`src/rtl/lrukv_pkg.sv`:
```
// shared types and constants of the lru key-value cache
package lrukv_pkg;

    // field widths of requests and responses
    localparam int KEY_W = 32;
    localparam int VAL_W = 31;
    localparam int CFG_W = 5;

    // packed bus widths
    localparam int S_TDATA_W = 64;
    localparam int M_TDATA_W = 72;

    // response field offsets within m_tdata
    localparam int M_HIT_LSB  = 0;
    localparam int M_RD_LSB   = 1;
    localparam int M_EV_LSB   = 32;
    localparam int M_EVK_LSB  = 33;
    localparam int M_USED_W   = 65;

    // capacity register value after reset
    localparam logic [CFG_W-1:0] CAP_RESET = 5'd16;

    // request kinds
    localparam logic REQ_GET = 1'b0;
    localparam logic REQ_SET = 1'b1;

    // per-slot update command from the control logic
    typedef struct packed {
        logic load;         // insert new key/value as most recent
        logic touch;        // hit: make most recent
        logic write_value;  // with touch: overwrite the value
    } slot_op_t;

    // commands shared by all slots
    typedef struct packed {
        logic age_all;      // insertion: every valid slot gets one older
        logic age_hit;      // hit: slots newer than the hit slot get older
    } age_cmd_t;

endpackage

```
`src/rtl/lrukv_slot.sv`:
```
// one cache slot: valid bit, key, value, recency rank and key compare
module lrukv_slot #(
    parameter int REC_W = 4
) (
    input  logic                       aclk,
    input  logic                       aresetn,
    input  lrukv_pkg::slot_op_t        op,
    input  lrukv_pkg::age_cmd_t        age,
    input  logic [REC_W-1:0]           hit_rank,
    input  logic [lrukv_pkg::KEY_W-1:0] key_in,
    input  logic [lrukv_pkg::VAL_W-1:0] value_in,
    output logic                       valid,
    output logic                       match,
    output logic [lrukv_pkg::KEY_W-1:0] key,
    output logic [lrukv_pkg::VAL_W-1:0] value,
    output logic [REC_W-1:0]           rank
);

    logic                        valid_reg, valid_next;
    logic [REC_W-1:0]            rank_reg, rank_next;
    logic [lrukv_pkg::KEY_W-1:0] key_reg, key_next;
    logic [lrukv_pkg::VAL_W-1:0] value_reg, value_next;

    // tag compare against the request in flight
    assign match = valid_reg && (key_reg == key_in);

    // next slot contents
    always_comb begin
        valid_next = valid_reg;
        rank_next  = rank_reg;
        key_next   = key_reg;
        value_next = value_reg;
        if (op.load) begin
            valid_next = 1'b1;
            rank_next  = '0;
            key_next   = key_in;
            value_next = value_in;
        end else if (op.touch) begin
            rank_next = '0;
            if (op.write_value) begin
                value_next = value_in;
            end
        end else if (valid_reg &&
                     (age.age_all || (age.age_hit && (rank_reg < hit_rank)))) begin
            rank_next = rank_reg + 1'b1;
        end
    end

    // control state
    always_ff @(posedge aclk) begin
        if (!aresetn) begin
            valid_reg <= 1'b0;
            rank_reg  <= '0;
        end else begin
            valid_reg <= valid_next;
            rank_reg  <= rank_next;
        end
    end

    // payload
    always_ff @(posedge aclk) begin
        key_reg   <= key_next;
        value_reg <= value_next;
    end

    assign valid = valid_reg;
    assign key   = key_reg;
    assign value = value_reg;
    assign rank  = rank_reg;

endmodule

```
`src/rtl/lru_key_value_cache.sv`:
```
// top level of the lru key-value cache: request register, slot array, response register
//
// Fully associative key-value cache with least-recently-used replacement.
// Requests enter on the s_ stream: s_tuser is the kind (0 get, 1 set),
// s_tdata carries the key and, for a set, the value. Each request yields
// exactly one response on the m_ stream with the hit flag, the read value,
// the eviction flag and the evicted key.
// The cfg_ channel writes the capacity (entries before eviction starts);
// it is always ready and should only be written while no request is open.
// A request accepted into the request register is answered from there: its
// response is loaded into the output register once that register is free or being read.
// Throughput: one request per cycle while the receiver does not stall; all slots compare their key and update
// their recency rank in the same cycle, so the next request sees the result.
// When the receiver stalls, the response is held and one more request is
// taken into the request register; s_tready then drops until m_tready.
// Reset clears all valid bits, ranks and the occupancy count and sets the
// capacity to 16.
module lru_key_value_cache #(
    parameter int MAX_ENTRIES = 16
) (
    input  logic                              aclk,
    input  logic                              aresetn,
    // request stream
    input  logic                              s_tvalid,
    output logic                              s_tready,
    input  logic [lrukv_pkg::S_TDATA_W-1:0]   s_tdata,  // key[31:0], value[62:32], zero pad
    input  logic                              s_tuser,  // req_type
    // response stream
    output logic                              m_tvalid,
    input  logic                              m_tready,
    output logic [lrukv_pkg::M_TDATA_W-1:0]   m_tdata,  // hit, read_value, evicted,
                                                        // evicted_key, zero pad
    // capacity write
    input  logic                              cfg_valid,
    output logic                              cfg_ready,
    input  logic [lrukv_pkg::CFG_W-1:0]       cfg_data
);

    localparam int REC_W = (MAX_ENTRIES > 1) ? $clog2(MAX_ENTRIES) : 1;
    localparam int OCC_W = $clog2(MAX_ENTRIES + 1);
    localparam int CMP_W = (OCC_W > lrukv_pkg::CFG_W) ? OCC_W : lrukv_pkg::CFG_W;
    localparam int KW = lrukv_pkg::KEY_W;
    localparam int VW = lrukv_pkg::VAL_W;

    // request register
    logic          in_valid_reg;
    logic          in_type_reg;
    logic [KW-1:0] in_key_reg;
    logic [VW-1:0] in_val_reg;

    // response register
    logic          m_valid_reg;
    logic          out_hit_reg, out_hit_next;
    logic [VW-1:0] out_rd_reg, out_rd_next;
    logic          out_ev_reg, out_ev_next;
    logic [KW-1:0] out_evk_reg, out_evk_next;

    // control state
    logic [lrukv_pkg::CFG_W-1:0] cap_reg;
    logic [OCC_W-1:0]            occ_reg, occ_next;

    // slot array view
    logic [MAX_ENTRIES-1:0] slot_valid;
    logic [MAX_ENTRIES-1:0] slot_match;
    logic [KW-1:0]          slot_key   [MAX_ENTRIES];
    logic [VW-1:0]          slot_value [MAX_ENTRIES];
    logic [REC_W-1:0]       slot_rank  [MAX_ENTRIES];
    lrukv_pkg::slot_op_t    slot_op    [MAX_ENTRIES];
    lrukv_pkg::age_cmd_t    age_cmd;

    logic                   advance;
    logic                   hit_any;
    logic [REC_W-1:0]       hit_rank;
    logic [VW-1:0]          hit_value;
    logic [KW-1:0]          evict_key;
    logic [MAX_ENTRIES-1:0] evict_vec;
    logic [MAX_ENTRIES-1:0] free_vec;
    logic [MAX_ENTRIES-1:0] target_vec;
    logic [REC_W-1:0]       oldest_rank;
    logic [CMP_W-1:0]       cap_eff;
    logic                   full;
    logic                   set_miss;

    // handshakes
    assign advance   = in_valid_reg && (!m_valid_reg || m_tready);
    assign s_tready  = !in_valid_reg || advance;
    assign cfg_ready = 1'b1;

    // request register load
    always_ff @(posedge aclk) begin
        if (!aresetn) begin
            in_valid_reg <= 1'b0;
        end else if (s_tvalid && s_tready) begin
            in_valid_reg <= 1'b1;
        end else if (advance) begin
            in_valid_reg <= 1'b0;
        end
    end

    always_ff @(posedge aclk) begin
        if (s_tvalid && s_tready) begin
            in_type_reg <= s_tuser;
            in_key_reg  <= s_tdata[KW-1:0];
            in_val_reg  <= s_tdata[KW+VW-1:KW];
        end
    end

    // capacity register
    always_ff @(posedge aclk) begin
        if (!aresetn) begin
            cap_reg <= lrukv_pkg::CAP_RESET;
        end else if (cfg_valid && cfg_ready) begin
            cap_reg <= cfg_data;
        end
    end

    // slot array
    for (genvar i = 0; i < MAX_ENTRIES; i++) begin : g_slot
        lrukv_slot #(
            .REC_W (REC_W)
        ) u_slot (
            .aclk     (aclk),
            .aresetn  (aresetn),
            .op       (slot_op[i]),
            .age      (age_cmd),
            .hit_rank (hit_rank),
            .key_in   (in_key_reg),
            .value_in (in_val_reg),
            .valid    (slot_valid[i]),
            .match    (slot_match[i]),
            .key      (slot_key[i]),
            .value    (slot_value[i]),
            .rank     (slot_rank[i])
        );
    end

    // hit lookup: keys are unique among valid slots, so at most one bit of the match vector is set
    always_comb begin
        hit_rank  = '0;
        hit_value = '0;
        for (int i = 0; i < MAX_ENTRIES; i++) begin
            hit_rank  = hit_rank  | (slot_match[i] ? slot_rank[i]  : '0);
            hit_value = hit_value | (slot_match[i] ? slot_value[i] : '0);
        end
    end
    assign hit_any = |slot_match;

    // effective capacity clamped to one..MAX_ENTRIES
    always_comb begin
        cap_eff = CMP_W'(cap_reg);
        if (cap_eff == '0) begin
            cap_eff = CMP_W'(1);
        end else if (cap_eff > CMP_W'(MAX_ENTRIES)) begin
            cap_eff = CMP_W'(MAX_ENTRIES);
        end
    end
    assign full = CMP_W'(occ_reg) >= cap_eff;

    // victim is the slot holding the largest rank, occupancy minus one
    assign oldest_rank = REC_W'(occ_reg - 1'b1);
    always_comb begin
        evict_key = '0;
        for (int i = 0; i < MAX_ENTRIES; i++) begin
            evict_vec[i] = slot_valid[i] && (slot_rank[i] == oldest_rank);
            evict_key    = evict_key | (evict_vec[i] ? slot_key[i] : '0);
        end
    end

    // lowest free slot: isolate the lowest set bit of the invalid mask
    assign free_vec   = ~slot_valid & (slot_valid + 1'b1);
    assign target_vec = full ? evict_vec : free_vec;

    // slot commands
    assign set_miss        = advance && (in_type_reg == lrukv_pkg::REQ_SET) && !hit_any;
    assign age_cmd.age_all = set_miss;
    assign age_cmd.age_hit = advance && hit_any;
    always_comb begin
        for (int i = 0; i < MAX_ENTRIES; i++) begin
            slot_op[i].load        = set_miss && target_vec[i];
            slot_op[i].touch       = advance && slot_match[i];
            slot_op[i].write_value = (in_type_reg == lrukv_pkg::REQ_SET);
        end
    end

    // occupancy grows only on an insertion into a free slot
    always_comb begin
        occ_next = occ_reg;
        if (set_miss && !full) begin
            occ_next = occ_reg + 1'b1;
        end
    end

    always_ff @(posedge aclk) begin
        if (!aresetn) begin
            occ_reg <= '0;
        end else begin
            occ_reg <= occ_next;
        end
    end

    // response fields
    always_comb begin
        out_hit_next = hit_any;
        out_rd_next  = (hit_any && (in_type_reg == lrukv_pkg::REQ_GET)) ? hit_value : '0;
        out_ev_next  = (in_type_reg == lrukv_pkg::REQ_SET) && !hit_any && full;
        out_evk_next = out_ev_next ? evict_key : '0;
    end

    // response register
    always_ff @(posedge aclk) begin
        if (!aresetn) begin
            m_valid_reg <= 1'b0;
        end else if (advance) begin
            m_valid_reg <= 1'b1;
        end else if (m_tready) begin
            m_valid_reg <= 1'b0;
        end
    end

    always_ff @(posedge aclk) begin
        if (advance) begin
            out_hit_reg <= out_hit_next;
            out_rd_reg  <= out_rd_next;
            out_ev_reg  <= out_ev_next;
            out_evk_reg <= out_evk_next;
        end
    end

    assign m_tvalid = m_valid_reg;
    assign m_tdata  = {{(lrukv_pkg::M_TDATA_W - lrukv_pkg::M_USED_W){1'b0}},
                       out_evk_reg, out_ev_reg, out_rd_reg, out_hit_reg};

endmodule

```
`config.mk`:
```
export PLATFORM = sky130hd
export DESIGN_NAME = lru_key_value_cache
export DESIGN_NICKNAME = d
export VERILOG_FILES = /design/src/rtl/lrukv_pkg.sv /design/src/rtl/lrukv_slot.sv /design/src/rtl/lru_key_value_cache.sv
export SDC_FILE = /design/constraint.sdc
export NUM_CORES = 2
export LEC_CHECK = 0
export ABC_AREA = 1
export BUFFER_PORTS_ARGS = -buffer_cell sky130_fd_sc_hd__buf_2
export CORE_MARGIN = 2
export CORE_UTILIZATION = 49
export CTS_CLUSTER_SIZE = 8
export DETAILED_ROUTE_END_ITERATION = 7
export PLACE_DENSITY = 0.65
export SYNTH_ARGS = -nofsm -noshare
export SYNTH_HDL_FRONTEND = slang
export SYNTH_HIERARCHICAL = 1
export SYNTH_SLANG_ARGS = --single-unit
```
`constraint.sdc`:
```
create_clock -name aclk -period 7.5 [get_ports aclk]
set_clock_uncertainty 0.2 [all_clocks]
set_input_delay 1.125 -clock aclk [delete_from_list [all_inputs] [get_ports aclk]]
set_output_delay 1.125 -clock aclk [all_outputs]
set_load 0.005 [all_outputs]
```
Word level (Yosys, flattened, before mapping)
Cells that the tools add are included.

Register bits after elaboration: 1229. Input bits: 75. Output and inout port bits: 75. Word-level logic and storage cells: 476.

Add/sub/neg operators: 19. Magnitude comparators: 18. Eq/ne operators: 32. Mux-type cells: 88. Bitwise operators: 49. Reduce and logical (&&, ||, !) cells: 195.

Operators by type and width (number): $mux W31 (49); $eq A32 B32 Y1 (16); $mux W32 (16); $or A32 B32 Y32 (15); $or A31 B31 Y31 (15); $logic_and A1 B1 Y1 (105); $reduce_bool A2 Y1 (34); $add A4 B1 Y4 const B (16); $eq A4 B4 Y1 (16); $lt A4 B4 Y1 (16); $mux W4 (16); $or A4 B4 Y4 (15); $reduce_or A3 Y1 (16); $reduce_and A2 Y1 (16); $logic_or A1 B1 Y1 (18); $add A16 B1 Y16 const B (1); $and A16 B16 Y16 (1); $mux W16 (1); $not A16 Y16 (1); $reduce_or A16 Y1 (1); $mux W5 (2); $add A5 B1 Y5 const B (1); $ge A5 B5 Y1 (1); $gt A5 B5 Y1 const B (1); 5 further kinds (12).

Longest topological paths before layout
Word-level depth: 22. Mapped depth: 26. Mapped depth without buffers: 25.

Hierarchy
Netlist, hierarchy kept.

By module, submodules not included: lrukv_slot (g_slot[0].u_slot ...) (instances 15, cells each 213, area each 2700.1 µm², seq. area each 1991.9 µm²); lru_key_value_cache (instances 1, cells each 2446, area each 15297.2 µm², seq. area each 4113.9 µm²); lrukv_slot (g_slot[9].u_slot) (instances 1, cells each 229, area each 2746.4 µm², seq. area each 1991.9 µm²).

Worst setup path after synthesis
OpenSTA, ideal clock, no wires.

Path type: input -> register. Start: input m_tready. End: register g_slot[0].u_slot.value_reg, in the netlist g_slot[0].u_slot/value[0], enable pin. Library setup time: 0.388 ns. Arrival: 6.654 ns. Data required time: 6.912 ns. Slack: 0.258 ns. Cell stages on the path: 8. Buffers on the path: 0. Path through: inv_1 -> nand2_1 -> nand2_1 -> inv_1 -> nand2_1 -> a211oi_1 -> inv_1 -> nand2_1.

RTL lines: start, declared (RTL line lru_key_value_cache.sv:30) `input logic m_tready,`; end signal, assigned (RTL line lrukv_slot.sv:63) `value_reg <= value_next;`; end, declared (RTL line lrukv_slot.sv:22) `logic [lrukv_pkg::VAL_W-1:0] value_reg, value_next;`.

==> metrics.md <==
| Metric | Value |
|---|---|
| Final worst slack | `1.50 ns` |
| Largest family of logic cells by synthesized area | `simple AND/OR/NAND/NOR gates` |
| Syn_area_per_cell | `9.97 sq um` |
| Flop pwr share | `49.4%` |
| Failing checks | `design-rule violations` |
| Buffers & Inverters on Critical Path | `7` |
| GRT Resource Usage Total | `29.5%` |
| Final wirelength | `182000 um` |
| Worst hold slack | `0.298 ns` |
| Comb power frac | `4.7%` |
| Clock tree buffer depth | `3` |
| Cell taking the most area after synthesis | `edfxtp_1` |
| Cell area after placement | `61200 sq um` |
| Clock Power Share | `45.8%` |
| Antenna Nets Post-Route | `0` |
| Delay of the slowest critical-path stage | `1.17 ns` |
| Dominant synthesized flop cell | `edfxtp_1` |
| GP Congestion | `0.972` |
| Number of iterations in the first detailed-routing pass | `8` |
| Setup TNS | `0 ns` |
| Post-synth EDFFs | `1137` |
| Post-synthesis compound-gate area fraction | `6.45%` |
| Synth Warn # | `6` |
| Mux contribution to synthesized area | `0%` |
| Number of flip-flops in the largest register | `512` |
| TritonCTS clock tree | `built` |
| Post-synthesis cell area | `58500 sq um` |
| Post-Synth Adder-Cell Area | `1.52%` |
| Port bufs | `140` |
| Area grow syn2layout | `13.1%` |
| Vias in the first global route | `41.9k` |
| Final hold vios | `0` |
| R2R setup slack | `1.50 ns` |
| Cts bufs inserted | `173` |
| DR iter-0 viols | `6559` |
| Switching share of power | `23.2%` |
| Slowest-stage cell, CP | `edfxtp_1` |
| Filler cells | `10.1k` |
| Async SR Flop Fraction | `0%` |
| Fmax | `167 MHz` |
| Critical Path RT | `7.72 ns` |
| CTS Hold Bufs | `0` |
| Final Slew Violations | `0` |
| Top-Level Pins | `150` |
| Synthesized instance count | `5870` |
| Initial Util | `49.5%` |
| Place WS | `1.76 ns` |
| Static Leakage | `25.5 nW` |
| Die Y | `350 um` |
| Die area | `122000 sq um` |
| Largest net degree at the start of global routing | `49` |
| CP max FO | `33` |
| Tcrit/Tclk final | `80.1%` |
| Synthesis-stage register bit count | `1229` |
| Switch Pwr | `3.65 mW` |
| Vias | `44.9k` |
| Count leader, synth | `nand2_1` |
| Via/cell ratio | `5.81` |
| Worst setup EP type | `flip-flop` |
| Critical path type | `reg2reg` |
| Cell variety after synth | `44` |
| Row count | `126` |
| PwrDens | `237 nW/um^2` |
| Data arrival, critical path | `6.22 ns` |
| Worst min-delay path class | `in2reg` |
| Total gr overflow | `0` |
| RSZ-0062 raised after global routing | `no` |
| Finished layout cell area | `66200 sq um` |
| Share of layout cells above drive strength 1 | `10.4%` |
| Post-route DRC | `6` |
| Clock Latency Late Sink | `0.80 ns` |
| Post-cts resize count | `0` |
| Delay-heaviest family, CP | `simple AND/OR/NAND/NOR gates` |
| DP HPWL | `120000 um` |
| Outcome | `finished with violations` |
| Top cell type's share of synthesized area | `58.3%` |
| Post-synth top cells | `nand2_1, edfxtp_1, nand3_1` |
| Die width | `350 um` |
| Routed WL per cell | `23.5 um` |
| Peak VDD IR | `222 uV` |
| Sink Count | `1229` |
| Clock-pin transition on the worst setup and hold timing paths | `0.05 ns` |
| Final total power | `15.7 mW` |
| Maxcap violations | `0` |
| Tmin final | `6.00 ns` |
| Least-Margin Pin Slew | `1.28 ns` |
| Slew headroom | `12.4%` |
| Cell Chain, Critical Path | `inv_1 > o21ai_0 > nor2_1 > nand2_1 > nor2_1 > nand3_1 > nor2_4 > inv_1 > nand4_1 > nor2_1 > nand2_1 > nor2_1 > nand2_1 > buf_4 > inv_1 > buf_4 > o21ai_1 > a21oi_4 > inv_1 > nand2_2 > buf_4` |
| Nets | `6263` |
| Crit start category | `flip-flop` |
| Post-Synth XOR/XNOR Area | `3.28%` |
| Simple-Gate Fraction of Synth Area | `21.1%` |
| Core Region | `118000 sq um` |
| Internal Power | `12.1 mW` |
| H-tree depth | `4` |
| First-pass GRT wire length | `267000 um` |
| Setup violators final | `0` |
| Root Buffer | `clkbuf_16` |
| Seq/Total Area, Yosys | `61.5%` |
| Top cells by area, synth | `edfxtp_1, nand2_1, nand3_1` |
| # Post-CTS Setup Buffers | `0` |
| Antenna violations before repair | `6` |
-- worst paths after layout --
kind | from | end | cells past startpoint
max | in_key_reg[19] | g_slot[15].u_slot/value[3] | 21
min | s_tdata[56] | in_val_reg[24] | 1
max reg2reg | in_key_reg[19] | g_slot[15].u_slot/value[3] | 21
min reg2reg | m_tvalid | m_tvalid | 2
-- area by class of cell --
type	count	area, sq um	area share (%)
flip-flops and latches	1229	36000	54.3
inverters	637	2400	3.62
multi-input cells	3813	19300	29.1
clock inverters	17	403	0.608
diodes	2	5.00	0.00756
repair buffers	263	1660	2.51
well taps	1536	1920	2.90
clock buffers	230	4560	6.89
-- layer usage --
metal / GRT usage (%) / wire (um) / vias up
li1: - / - / 20442
met2: 42.7 / 77000 / 2644
met1: 43.8 / 77200 / 21467
met4: 9.48 / 5480 / 4
met5: 0 / 21 / -
met3: 6.96 / 22200 / 345
-- layout by cell type, fill, tap and decap left out, types with 12 or more instances in the layout --
| master | Yosys | routed |
|---|---|---|
| nand3_2 | 13 | 13 |
| inv_2 | 24 | 24 |
| xnor2_1 | 78 | 78 |
| o21ai_0 | 216 | 216 |
| nand3_1 | 721 | 721 |
| xor2_1 | 141 | 141 |
| clkinv_16 | 0 | 12 |
| a21oi_1 | 133 | 125 |
| o211ai_1 | 18 | 18 |
| nor2_1 | 513 | 497 |
| edfxtp_1 | 1137 | 1137 |
| ha_1 | 71 | 71 |
| o21ai_1 | 12 | 12 |
| nor3_1 | 57 | 49 |
| clkbuf_1 | 69 | 56 |
| buf_2 | 47 | 140 |
| o22ai_1 | 35 | 35 |
| a221oi_1 | 117 | 117 |
| nor2_4 | 10 | 28 |
| a41oi_1 | 30 | 30 |
| buf_4 | 51 | 120 |
| or2_2 | 15 | 15 |
| a21oi_2 | 16 | 17 |
| nand2_2 | 44 | 61 |
| nand2_1 | 1504 | 1487 |
| inv_1 | 611 | 609 |
| clkbuf_16 | 0 | 174 |
| nand4_1 | 17 | 17 |
| dfxtp_1 | 92 | 92 |
-- cells by family (layout without fill, tap and decap cells) --
| logic type | Yosys count | count (layout) |
|---|---|---|
| compound gates | 600 | 600 |
| simple gates | 2915 | 2915 |
| other cells | 2 | 10 |
| buf+inv | 834 | 1147 |
| xor+xnor | 219 | 219 |
| flops | 1229 | 1229 |
| fa+ha+maj | 71 | 71 |
-- power groups by stage --
stage	clock network [mW]	logic (mW)	registers, mW
after floorplan	0	0.445	7.91
after global placement	0	0.716	7.89
after detailed placement	0	0.732	7.90
after CTS	7.28	0.734	7.77
after global routing	7.56	0.807	7.79
final	7.21	0.744	7.78
-- per-stage QoR --
step | util (%) | std cells
after floorplan | - | 5876
after global placement | 51.8 | 7478
after detailed placement | 51.8 | 7478
after CTS | 56.0 | 7725
after global routing | 56.0 | 7726
final | 56.0 | 7727
Note: power is estimated with default switching activity, not from simulation.
